==> src/rtl/sstq_pkg.sv <==
// Shared types and constants of the sorted soft timer queue.
// No dependencies; used by the core and its checker.
package sstq_pkg;

    localparam int NUM_TIMERS  = 16;
    localparam int ID_W        = 4;
    localparam int IDX_W       = $clog2(NUM_TIMERS);
    localparam int CNT_W       = $clog2(NUM_TIMERS + 1);
    localparam int TICK_W      = 64;
    localparam int DELAY_W     = 32;
    localparam int MAX_EXPIRE  = 16;
    localparam int IN_TDATA_W  = 40;
    localparam int OUT_TDATA_W = 8;

    typedef enum logic [1:0] {
        ACT_TICK   = 2'd0,
        ACT_CREATE = 2'd1,
        ACT_START  = 2'd2,
        ACT_STOP   = 2'd3
    } t_action;

    typedef enum logic [1:0] {
        KIND_REPLY     = 2'd0,
        KIND_EXPIRED   = 2'd1,
        KIND_IDLE_TICK = 2'd2
    } t_kind;

endpackage

==> src/rtl/sstq_ram.sv <==
// Generic single-write, single-read RAM with registered read data.
// No dependencies.
module sstq_ram #(
    parameter int WIDTH = 64,
    parameter int DEPTH = 16
) (
    input  logic                     i_clk,
    input  logic                     i_we,
    input  logic [$clog2(DEPTH)-1:0] i_waddr,
    input  logic [WIDTH-1:0]         i_wdata,
    input  logic [$clog2(DEPTH)-1:0] i_raddr,
    output logic [WIDTH-1:0]         o_rdata
);

    logic [WIDTH-1:0] r_mem [DEPTH];

    always_ff @(posedge i_clk) begin
        if (i_we) begin
            r_mem[i_waddr] <= i_wdata;
        end
        o_rdata <= r_mem[i_raddr];
    end

endmodule

==> src/rtl/sorted_soft_timer_queue_core.sv <==
// Sorted soft timer queue: 64-bit tick counter, 16 timer slots and an expiry-ordered list.
// Depends on sstq_pkg and sstq_ram (expiry store).
//
// Commands arrive on the slave stream; replies and expiries leave on the master stream.
// One comparator walks the ordered list through the single read port of the expiry RAM,
// with a read state and a compare state for each entry; the slot search of create and stop
// needs no RAM read and moves one entry per cycle. Create and stop search the list when the
// slot is running, start runs an insertion search, and a tick walks the head of the list
// until an unexpired entry or an empty list ends the walk, at most 16 expiries per tick.
// A stalled output adds its wait. The block takes no new command while one is in progress;
// a finished result waits in the output register. The expiry of a slot that was never
// created is undefined.
module sorted_soft_timer_queue_core (
    input  logic                              i_clk,
    input  logic                              i_rst_n,
    input  logic                              s_axis_tvalid,
    output logic                              s_axis_tready,
    // [3:0] timer_id, [35:4] delay, [39:36] zero
    input  logic [sstq_pkg::IN_TDATA_W-1:0]   s_axis_tdata,
    // [1:0] action
    input  logic [1:0]                        s_axis_tuser,
    output logic                              m_axis_tvalid,
    input  logic                              m_axis_tready,
    // [3:0] timer_id_res, [4] failed, [7:5] zero
    output logic [sstq_pkg::OUT_TDATA_W-1:0]  m_axis_tdata,
    // [1:0] kind
    output logic [1:0]                        m_axis_tuser,
    output logic                              m_axis_tlast
);

    localparam int N     = sstq_pkg::NUM_TIMERS;
    localparam int IDX_W = sstq_pkg::IDX_W;
    localparam int CNT_W = sstq_pkg::CNT_W;
    localparam logic [CNT_W-1:0] MAX_K = CNT_W'(sstq_pkg::MAX_EXPIRE);

    typedef enum logic [3:0] {
        S_IDLE,
        S_FIND,
        S_ST_LD,
        S_W_RD,
        S_W_CMP,
        S_INSERT,
        S_T_RD,
        S_T_CMP,
        S_T_LAST,
        S_EMIT
    } t_state;

    t_state                      r_state, n_state;
    logic [sstq_pkg::TICK_W-1:0] r_tick, n_tick;
    logic [N-1:0]                r_running, n_running;
    logic [IDX_W-1:0]            r_order [N];
    logic [IDX_W-1:0]            n_order [N];
    logic [CNT_W-1:0]            r_len, n_len;
    logic [CNT_W-1:0]            r_pos, n_pos;
    logic [CNT_W-1:0]            r_k, n_k;
    logic [sstq_pkg::ID_W-1:0]   r_id, n_id;
    logic                        r_fail, n_fail;
    logic [sstq_pkg::TICK_W-1:0] r_new_exp, n_new_exp;
    logic                        r_pend, n_pend;
    logic [IDX_W-1:0]            r_pend_id, n_pend_id;

    logic                        r_out_valid, n_out_valid;
    sstq_pkg::t_kind             r_out_kind, n_out_kind;
    logic [sstq_pkg::ID_W-1:0]   r_out_id, n_out_id;
    logic                        r_out_fail, n_out_fail;
    logic                        r_out_last, n_out_last;

    logic                        ram_we;
    logic [IDX_W-1:0]            ram_waddr;
    logic [sstq_pkg::TICK_W-1:0] ram_wdata;
    logic [IDX_W-1:0]            ram_raddr;
    logic [sstq_pkg::TICK_W-1:0] ram_rdata;

    sstq_pkg::t_action            in_action;
    logic [sstq_pkg::ID_W-1:0]    in_id;
    logic [sstq_pkg::DELAY_W-1:0] in_delay;
    logic                         in_ok;
    logic                         accept;
    logic                         out_free;

    assign in_action = sstq_pkg::t_action'(s_axis_tuser);
    assign in_id     = s_axis_tdata[sstq_pkg::ID_W-1:0];
    assign in_delay  = s_axis_tdata[sstq_pkg::ID_W +: sstq_pkg::DELAY_W];
    assign in_ok     = (32'(in_id) < N);
    assign accept    = s_axis_tvalid && s_axis_tready;
    assign out_free  = !r_out_valid || m_axis_tready;

    sstq_ram #(
        .WIDTH (sstq_pkg::TICK_W),
        .DEPTH (N)
    ) u_expiry (
        .i_clk   (i_clk),
        .i_we    (ram_we),
        .i_waddr (ram_waddr),
        .i_wdata (ram_wdata),
        .i_raddr (ram_raddr),
        .o_rdata (ram_rdata)
    );

    always_comb begin
        n_state     = r_state;
        n_tick      = r_tick;
        n_running   = r_running;
        n_order     = r_order;
        n_len       = r_len;
        n_pos       = r_pos;
        n_k         = r_k;
        n_id        = r_id;
        n_fail      = r_fail;
        n_new_exp   = r_new_exp;
        n_pend      = r_pend;
        n_pend_id   = r_pend_id;
        n_out_valid = r_out_valid && !m_axis_tready;
        n_out_kind  = r_out_kind;
        n_out_id    = r_out_id;
        n_out_fail  = r_out_fail;
        n_out_last  = r_out_last;
        ram_we      = 1'b0;
        ram_waddr   = in_id[IDX_W-1:0];
        ram_wdata   = r_tick + sstq_pkg::TICK_W'(in_delay);
        ram_raddr   = in_id[IDX_W-1:0];

        unique case (r_state)
            S_IDLE: begin
                if (accept) begin
                    n_id   = in_id;
                    n_pos  = '0;
                    n_fail = 1'b0;
                    unique case (in_action)
                        sstq_pkg::ACT_TICK: begin
                            n_tick  = r_tick + 1'b1;
                            n_k     = '0;
                            n_pend  = 1'b0;
                            n_state = S_T_RD;
                        end
                        sstq_pkg::ACT_CREATE: begin
                            ram_we  = in_ok;
                            n_state = S_EMIT;
                            if (in_ok && r_running[in_id[IDX_W-1:0]]) begin
                                n_running[in_id[IDX_W-1:0]] = 1'b0;
                                n_state = S_FIND;
                            end
                        end
                        sstq_pkg::ACT_START: begin
                            if (!in_ok || r_running[in_id[IDX_W-1:0]]) begin
                                n_fail  = 1'b1;
                                n_state = S_EMIT;
                            end else begin
                                // expiry of the new slot is read this cycle
                                n_running[in_id[IDX_W-1:0]] = 1'b1;
                                n_state = S_ST_LD;
                            end
                        end
                        sstq_pkg::ACT_STOP: begin
                            if (!in_ok || !r_running[in_id[IDX_W-1:0]]) begin
                                n_fail  = 1'b1;
                                n_state = S_EMIT;
                            end else begin
                                n_running[in_id[IDX_W-1:0]] = 1'b0;
                                n_state = S_FIND;
                            end
                        end
                    endcase
                end
            end

            S_FIND: begin
                // search the list for the slot, then close the gap it leaves
                if (r_pos >= r_len) begin
                    n_state = S_EMIT;
                end else if (r_order[r_pos[IDX_W-1:0]] == r_id[IDX_W-1:0]) begin
                    for (int i = 0; i < N - 1; i++) begin
                        if (i >= 32'(r_pos)) begin
                            n_order[i] = r_order[i+1];
                        end
                    end
                    n_len   = r_len - 1'b1;
                    n_state = S_EMIT;
                end else begin
                    n_pos = r_pos + 1'b1;
                end
            end

            S_ST_LD: begin
                n_new_exp = ram_rdata;
                n_state   = S_W_RD;
            end

            S_W_RD: begin
                ram_raddr = r_order[r_pos[IDX_W-1:0]];
                if (r_pos >= r_len) begin
                    n_state = S_INSERT;
                end else begin
                    n_state = S_W_CMP;
                end
            end

            S_W_CMP: begin
                if (ram_rdata < r_new_exp) begin
                    n_pos   = r_pos + 1'b1;
                    n_state = S_W_RD;
                end else begin
                    n_state = S_INSERT;
                end
            end

            S_INSERT: begin
                for (int i = 1; i < N; i++) begin
                    if (i > 32'(r_pos)) begin
                        n_order[i] = r_order[i-1];
                    end
                end
                n_order[r_pos[IDX_W-1:0]] = r_id[IDX_W-1:0];
                n_len   = r_len + 1'b1;
                n_state = S_EMIT;
            end

            S_T_RD: begin
                ram_raddr = r_order[0];
                if (r_len == '0 || r_k == MAX_K) begin
                    n_state = S_T_LAST;
                end else begin
                    n_state = S_T_CMP;
                end
            end

            S_T_CMP: begin
                // hold the head address so the read data stays put while stalled
                ram_raddr = r_order[0];
                if (ram_rdata <= r_tick) begin
                    if (!r_pend || out_free) begin
                        if (r_pend) begin
                            n_out_valid = 1'b1;
                            n_out_kind  = sstq_pkg::KIND_EXPIRED;
                            n_out_id    = sstq_pkg::ID_W'(r_pend_id);
                            n_out_fail  = 1'b0;
                            n_out_last  = 1'b0;
                        end
                        n_pend    = 1'b1;
                        n_pend_id = r_order[0];
                        n_running[r_order[0]] = 1'b0;
                        for (int i = 0; i < N - 1; i++) begin
                            n_order[i] = r_order[i+1];
                        end
                        n_len   = r_len - 1'b1;
                        n_k     = r_k + 1'b1;
                        n_state = S_T_RD;
                    end
                end else begin
                    n_state = S_T_LAST;
                end
            end

            S_T_LAST: begin
                if (out_free) begin
                    n_out_valid = 1'b1;
                    n_out_fail  = 1'b0;
                    n_out_last  = 1'b1;
                    if (r_pend) begin
                        n_out_kind = sstq_pkg::KIND_EXPIRED;
                        n_out_id   = sstq_pkg::ID_W'(r_pend_id);
                    end else begin
                        n_out_kind = sstq_pkg::KIND_IDLE_TICK;
                        n_out_id   = '0;
                    end
                    n_state = S_IDLE;
                end
            end

            S_EMIT: begin
                if (out_free) begin
                    n_out_valid = 1'b1;
                    n_out_kind  = sstq_pkg::KIND_REPLY;
                    n_out_id    = r_id;
                    n_out_fail  = r_fail;
                    n_out_last  = 1'b1;
                    n_state     = S_IDLE;
                end
            end

            default: begin
                n_state = S_IDLE;
            end
        endcase
    end

    always_ff @(posedge i_clk) begin
        if (!i_rst_n) begin
            r_state     <= S_IDLE;
            r_tick      <= '0;
            r_running   <= '0;
            r_len       <= '0;
            r_out_valid <= 1'b0;
            r_pend      <= 1'b0;
        end else begin
            r_state     <= n_state;
            r_tick      <= n_tick;
            r_running   <= n_running;
            r_len       <= n_len;
            r_out_valid <= n_out_valid;
            r_pend      <= n_pend;
        end
        r_order    <= n_order;
        r_pos      <= n_pos;
        r_k        <= n_k;
        r_id       <= n_id;
        r_fail     <= n_fail;
        r_new_exp  <= n_new_exp;
        r_pend_id  <= n_pend_id;
        r_out_kind <= n_out_kind;
        r_out_id   <= n_out_id;
        r_out_fail <= n_out_fail;
        r_out_last <= n_out_last;
    end

    assign s_axis_tready = (r_state == S_IDLE);
    assign m_axis_tvalid = r_out_valid;
    assign m_axis_tdata  = {3'b000, r_out_fail, r_out_id};
    assign m_axis_tuser  = r_out_kind;
    assign m_axis_tlast  = r_out_last;

endmodule

==> config.mk <==
export PLATFORM = sky130hd
export DESIGN_NAME = sorted_soft_timer_queue_core
export DESIGN_NICKNAME = d
export VERILOG_FILES = /design/src/rtl/sstq_pkg.sv /design/src/rtl/sstq_ram.sv /design/src/rtl/sorted_soft_timer_queue_core.sv
export SDC_FILE = /design/constraint.sdc
export NUM_CORES = 2
export LEC_CHECK = 0
export BUFFER_PORTS_ARGS = -buffer_cell sky130_fd_sc_hd__clkbuf_2
export CORE_MARGIN = 1
export CORE_UTILIZATION = 55
export DETAILED_ROUTE_END_ITERATION = 16
export MAX_ROUTING_LAYER = met4
export PLACE_DENSITY = 0.71
export SYNTH_ARGS = -nofsm -noshare
export SYNTH_HDL_FRONTEND = slang
export SYNTH_HIERARCHICAL = 1
export SYNTH_SLANG_ARGS = --single-unit
==> constraint.sdc <==
create_clock -name i_clk -period 7.23 [get_ports i_clk]
set_clock_uncertainty 0.05 [all_clocks]
set_input_delay 0.3615 -clock i_clk [delete_from_list [all_inputs] [get_ports i_clk]]
set_output_delay 0.3615 -clock i_clk [all_outputs]
set_load 0.02 [all_outputs]
After elaboration in Yosys (flattened, before gate mapping)
Memory sizes are Yosys's and may differ from the RTL's. A register that Yosys moved wholly into a read port is not among the register bits.
Index checks and enable logic that the tools add are counted.
{"block": "classes", "n_lt_le_gt_ge": 39, "n_eq_ne": 46, "bitwise_logic": 6, "muxes": 138, "addsub": 6, "reduce_logical": 47}
{"op": "4-bit 2-to-1 mux", "count": 63}
{"op": "60-bit 2-to-1 mux", "count": 4}
{"op": "60-bit case mux with 3 select lines", "count": 1}
{"op": "6-bit AND reduction", "count": 16}
{"op": "16-bit 2-to-1 mux", "count": 5}
{"op": "64-bit by 1-bit adder with 64-bit output (second input constant)", "count": 1}
{"op": "64-bit by 32-bit adder with 64-bit output", "count": 1}
{"op": "64-bit bitwise mux", "count": 1}
{"op": "64-bit <= comparator", "count": 1}
{"op": "64-bit less-than comparator", "count": 1}
{"op": "16-bit case mux with 2 select lines", "count": 2}
{"op": "5-bit 2-to-1 mux", "count": 12}
{"op": "2-bit inequality test (second input constant)", "count": 24}
{"op": "4-bit by 5-bit > comparator with 1-bit output (first input constant)", "count": 8}
{"op": "4-bit case mux with 9 select lines", "count": 1}
{"op": "4-bit by 5-bit >= comparator with 1-bit output (first input constant)", "count": 7}
{"op": "16-bit AND", "count": 2}
{"op": "16-bit inverter", "count": 2}
{"op": "5-bit case mux with 3 select lines", "count": 2}
{"op": "1-bit 2-to-1 mux", "count": 25}
{"op": "4-bit case mux with 3 select lines", "count": 2}
{"op": "3-bit by 5-bit >= comparator with 1-bit output (first input constant)", "count": 4}
{"op": "3-bit by 5-bit > comparator with 1-bit output (first input constant)", "count": 4}
{"op": "5-bit AND reduction", "count": 4}
{"op": "other kinds (48)", "count": 89}
{"block": "totals", "out_inout_bits": 13, "ramBits": 1024, "wordCells": 315, "memories": 1, "inputBits": 46, "ff_bits": 246}
{"memory": "u_expiry.r_mem", "depth": 16, "width": 64, "rd": 1, "rd_ports_with_merged_regs": 1, "write_ports": 1, "line_no": "sstq_ram.sv:15", "source": "logic [WIDTH-1:0] r_mem [DEPTH];"}

Longest topological paths before layout
{"block": "depth", "depth_word": 10, "depth_mapped": 14, "mapped_depth_nobuf": 12}

Cells and area by module
The synthesis kept the hierarchy.
{"mod": "sstq_ram", "cells_each": 1647, "seq_area_each_um2": 32030.7, "area_per_inst_um2": 39581.7, "instances": 1}
{"mod": "sorted_soft_timer_queue_core", "cells_each": 2078, "seq_area_each_um2": 6476.2, "area_per_inst_um2": 18154.9, "instances": 1}

Worst setup path before layout
OpenSTA, ideal clock, no wires.
{"block": "synth_timing", "path_type": "register to register", "from": "register r_state[2]", "to": "memory u_expiry.r_mem[0][0], enable pin", "path_buffers": 0, "arrival_ns": 5.936, "path_stages_with_launch": 8, "t_required_ns": 6.615, "slack_ns": 0.679, "synth_period_minus_slack_ns": 6.551, "path_cell_list": "dfxtp_1 > nor2_2 > nand2_2 > inv_2 > nand2_1 > nor3_1 > or3b_2 > nor3_1"}
{"block": "synth_via", "elab_chain_len": 6}
{"item": "from (decl)", "line_no": "sorted_soft_timer_queue_core.sv:49", "source": "t_state r_state, n_state;"}
{"item": "from (signal assigned)", "line_no": "sorted_soft_timer_queue_core.sv:297", "source": "r_state <= n_state;"}
{"item": "4-bit zero test (*)", "line_no": "sorted_soft_timer_queue_core.sv:317", "source": "assign s_axis_tready = (r_state == S_IDLE);"}
{"item": "net s_axis_tready", "line_no": "sorted_soft_timer_queue_core.sv:17", "source": "output logic s_axis_tready,"}
{"item": "1-bit logical AND", "line_no": "sorted_soft_timer_queue_core.sv:86", "source": "assign accept = s_axis_tvalid && s_axis_tready;"}
{"item": "1-bit 2-to-1 mux", "line_no": "sorted_soft_timer_queue_core.sv:126", "source": "if (accept) begin"}
{"item": "1-bit 2-to-1 mux (*)", "line_no": "sorted_soft_timer_queue_core.sv:124", "source": "unique case (r_state)"}
{"item": "net ram_we", "line_no": "sorted_soft_timer_queue_core.sv:69", "source": "logic ram_we;"}
{"item": "1-bit 2-to-1 mux (*)", "line_no": "sstq_ram.sv:18", "source": "if (i_we) begin"}
{"item": "1-bit 2-to-1 mux (implied by the code) (*)", "line_no": "sstq_ram.sv:19", "source": "r_mem[i_waddr] <= i_wdata;"}
{"item": "to (decl)", "line_no": "sstq_ram.sv:15"}
Mark *: on every way through the listed nets, which the timed path passes. The rest lies on a longest branch.

Final worst setup path
{"block": "layout_timing", "from": "register r_tick[0] (netlist bit)", "to": "memory u_expiry.r_mem[9][50], data pin"}
{"block": "layout_via", "elab_chain_len": 1}
{"item": "from (decl)", "line_no": "sorted_soft_timer_queue_core.sv:50", "source": "logic [sstq_pkg::TICK_W-1:0] r_tick, n_tick;"}
{"item": "from (signal assigned)", "line_no": "sorted_soft_timer_queue_core.sv:298", "source": "r_tick <= n_tick;"}
{"item": "64-bit by 32-bit adder with 64-bit output", "line_no": "sorted_soft_timer_queue_core.sv:121", "source": "ram_wdata = r_tick + sstq_pkg::TICK_W'(in_delay);"}
{"item": "net ram_wdata (one bit)", "line_no": "sorted_soft_timer_queue_core.sv:71", "source": "logic [sstq_pkg::TICK_W-1:0] ram_wdata;"}
The timed path passes the listed nets, and every way through them passes these cells.

==> metrics.md <==
| Metric | Value |
|---|---|
| CTS sink count | 1334 |
| Net Sw Power | 5.63 mW |
| Outcome | completed |
| Post-DRT Antenna Nets | 0 |
| Commonest non-fill, non-tap cell in the layout | edfxtp_1 |
| Synth Instances | 3725 |
| Antenna violations before repair | 2 |
| Pwr dens | 313 nW/um^2 |
| Setup bufs post-CTS | 0 |
| Total Routing Usage GR | 0.264 |
| Post-Place Cell Area | 59700 um^2 |
| Required time worst endpoint | 7550 ps |
| Worst path cell trace | ha_1, inv_1, fa_1, nor2b_1, o31a_1, o31a_1, o21ai_1, a311oi_2, o31ai_2, nand2b_1, or4_1, xnor2_1 |
| DR pass1 iterations | 6 |
| Final Max Slew Viols | 0 |
| Largest net degree at the start of global routing | 99 |
| Final HPWL DP | 77.0 mm |
| Syn Area/Cell | 15.5 um^2 |
| #FFs+latches synth | 1334 |
| Final worst setup slack | 2310 ps |
| Critical path's top delay family | compound AO/OA/AOI/OAI gates |
| Max Buffers Root-to-Sink | 3 |
| Max incr delay on CP | 900 ps |
| Root Driver | clkbuf_16 |
| Ys Warns | 6 |
| Internal | 14.5 mW |
| WL final | 136 mm |
| CTS Hold Bufs | 2 |
| CP dominant cell by count | o31a_1 |
| CP Capture Type | flip-flop |
| Comb pwr share | 0.179 |
| Final hold viol count | 0 |
| CP Launch Type | flip-flop |
| MaxCap Viol Count | 0 |
| Port Buf Inserts | 51 |
| Distinct cells, synth | 87 |
| First-pass GRT wire length | 204 mm |
| Total Neg Setup Slack | 0 ps |
| GP Congestion | 0.903 |
| Dpl ws | 2350 ps |
| RSZ-0062 raised after global routing | no |
| TritonCTS clock tree | done |
| Final nets | 4018 |
| DRC viols | 0 |
| Chip width | 326 um |
| # rows | 118 |
| Setup Viol. Count Final | 0 |
| Routed len/inst | 25.7 um |
| Sw Ratio | 0.279 |
| Fillers | 7377 |
| Worst path buffer plus inverter count | 1 |
| Relative slew slack | 0.115 |
| Most frequent cells in the layout | edfxtp_1 (1179), mux4_2 (261), nand2_1 (251), ha_1 (174), nor2_1 (162) |
| Total CTS buffers | 138 |
| Critical path data arrival time | 5240 ps |
| R2r setup slk | 2310 ps |
| Worst hold path class | in -> reg |
| Sequential area share after synthesis | 0.667 |
| Post-Layout Cell Count | 5295 |
| Finished Cell Area | 64400 um^2 |
| Via count | 33.4k |
| Sequential power share | 0.464 |
| CORE AREA | 104000 um^2 |
| Starting Density | 0.556 |
| Vias per std cell | 6.31 |
| Area grow syn2layout | 11.5% |
| Period utilisation layout | 0.680 |
| Clock network power share | 0.357 |
| Fmax achieved | 203 MHz |
| Dominant synthesized flop cell | edfxtp_1 |
| Cells resized by post-CTS repair | 0 |
| Vias in the first global route | 32.9k |
| Leak | 21.4 nW |
| Worst hold margin | 58.1 ps |
| Clock slew at reported path FFs | 60 ps |
| Worst-Margin Slew | 1320 ps |
| Ports | 59 |
| Iteration-0 DRC Markers | 3478 |
| Die H | 326 um |
| Die area | 106000 um^2 |
| Clock Latency Late Sink | 750 ps |
| Critical path class | reg -> reg |
| Layout cells sized above 1 | 0.163 |
| Overflow after GRT | 0 |
| Crit-path slowest cell | xnor2_1 |
| Post-synth EDFFs | 1179 |
| Dpl cells | 5033 |
| Post-Syn Area | 57700 um^2 |
| H-tree levels | 4 |
| Worst-path maximum fanout | 16 |
| Ys async rst share | 0 |
| Worst VDD drop | 0.312 mV |
| Clock period minus worst slack | 4920 ps |
[synthesized netlist by cell type, types with 11 or more instances]
cell type / instances / share of area
o211a_1: 18 / 0.0031
and3_1: 18 / 0.0020
nand4_1: 57 / 0.0062
dfxtp_1: 155 / 0.054
nor2b_1: 22 / 0.0024
ha_1: 174 / 0.038
a31oi_1: 51 / 0.0055
o21ai_0: 71 / 0.0062
nand2_1: 253 / 0.016
clkbuf_1: 115 / 0.0075
buf_2: 29 / 0.0025
buf_1: 19 / 0.0012
nor2_1: 176 / 0.011
buf_6: 13 / 0.0025
buf_4: 11 / 0.0014
and2_1: 70 / 0.0076
nor4_1: 16 / 0.0017
a21oi_1: 141 / 0.012
nand3b_1: 11 / 0.0014
a221oi_1: 16 / 0.0024
nor3_1: 43 / 0.0037
mux2i_1: 27 / 0.0047
edfxtp_1: 1179 / 0.61
a21o_1: 61 / 0.0079
mux4_2: 261 / 0.10
or3_1: 11 / 0.0012
inv_1: 159 / 0.010
xnor2_1: 121 / 0.018
nand2b_1: 24 / 0.0026
a22oi_1: 144 / 0.019
nand3_1: 92 / 0.0080
[worst paths after layout]
| kind | cells after the start | start | end |
|---|---|---|---|
| setup / recovery | 12 | r_tick[0]$_SDFFE_PN0P_ | u_expiry/r_mem[9][50]$_DFFE_PP_ |
| hold reg to reg | 0 | u_expiry/o_rdata[0]$_DFF_P_ | r_new_exp[0]$_DFFE_PP_ |
| setup reg to reg | 12 | r_tick[0]$_SDFFE_PN0P_ | u_expiry/r_mem[9][50]$_DFFE_PP_ |
| hold / removal | 4 | s_axis_tuser[0] | r_tick[1]$_SDFFE_PN0P_ |
[registers in the layout, summed over array words and instances (netlist names), named ones only]
register,flops
m_axis_tlast,1
m_axis_tuser,2
m_axis_tvalid,1
r_fail,1
r_id,4
r_k,5
r_len,5
r_new_exp,64
r_order,64
r_out_fail,1
r_out_id,4
r_pend,1
r_pend_id,4
r_pos,5
r_state,4
r_tick,64
u_expiry/o_rdata,64
u_expiry/r_mem,1024
[through the flow]
| step | power [mW] | utilization |
|---|---|---|
| 3_3_place_gp | 13.0 | 0.575 |
| 6_report | 20.2 | 0.621 |
| 4_1_cts | 20.3 | 0.620 |
| 2_1_floorplan | 12.0 | - |
| 5_1_grt | 21.0 | 0.621 |
| 3_5_place_dp | 13.1 | 0.575 |
[cells by family after synthesis]
group,synth area share
AO/OA/AOI/OAI,0.0710
AND/OR/NAND/NOR,0.0710
other,0.0000650
multiplexers,0.107
adder cells (fa/ha/maj),0.0384
buffers and inverters,0.0259
flip-flops,0.667
XOR/XNOR,0.0199
[worst reg2reg max path: cells and delay by family (launching register included)]
family / cells / cell delay, ps
AND/OR/NAND/NOR: 3 / 1140
AO/OA/AOI/OAI: 5 / 1310
flip-flops: 1 / 430
adder cells (fa/ha/maj): 2 / 640
XOR/XNOR: 1 / 900
buffers and inverters: 1 / 60
[power groups by stage]
| stage | Combinational (mW) | Sequential [mW] | Clock [mW] |
|---|---|---|---|
| 3_3_place_gp | 3.50 | 9.51 | 0 |
| 6_report | 3.61 | 9.37 | 7.20 |
| 3_5_place_dp | 3.58 | 9.52 | 0 |
| 5_1_grt | 3.98 | 9.41 | 7.57 |
| 2_1_floorplan | 2.71 | 9.29 | 0 |
| 4_1_cts | 3.60 | 9.36 | 7.29 |
[per-layer routing]
| layer | wire length (um) | track usage | share of wire |
|---|---|---|---|
| met4 | 3490 | 0.0834 | 0.026 |
| met5 | 0 | - | 0 |
| met1 | 57800 | 0.366 | 0.43 |
| met2 | 64600 | 0.404 | 0.48 |
| met3 | 9970 | 0.0424 | 0.073 |
[area by class of cell]
type,count,area [um^2],area share
clock inverters,58,656,0.0102
repair buffers,117,943,0.0146
multi-input cells,2042,17900,0.279
flip-flops and latches,1334,38500,0.598
well taps,1380,1730,0.0268
clock buffers,199,4010,0.0623
inverters,163,612,0.00950
diodes,2,5.00,0.0000777
(Power assumes the default switching activity.)
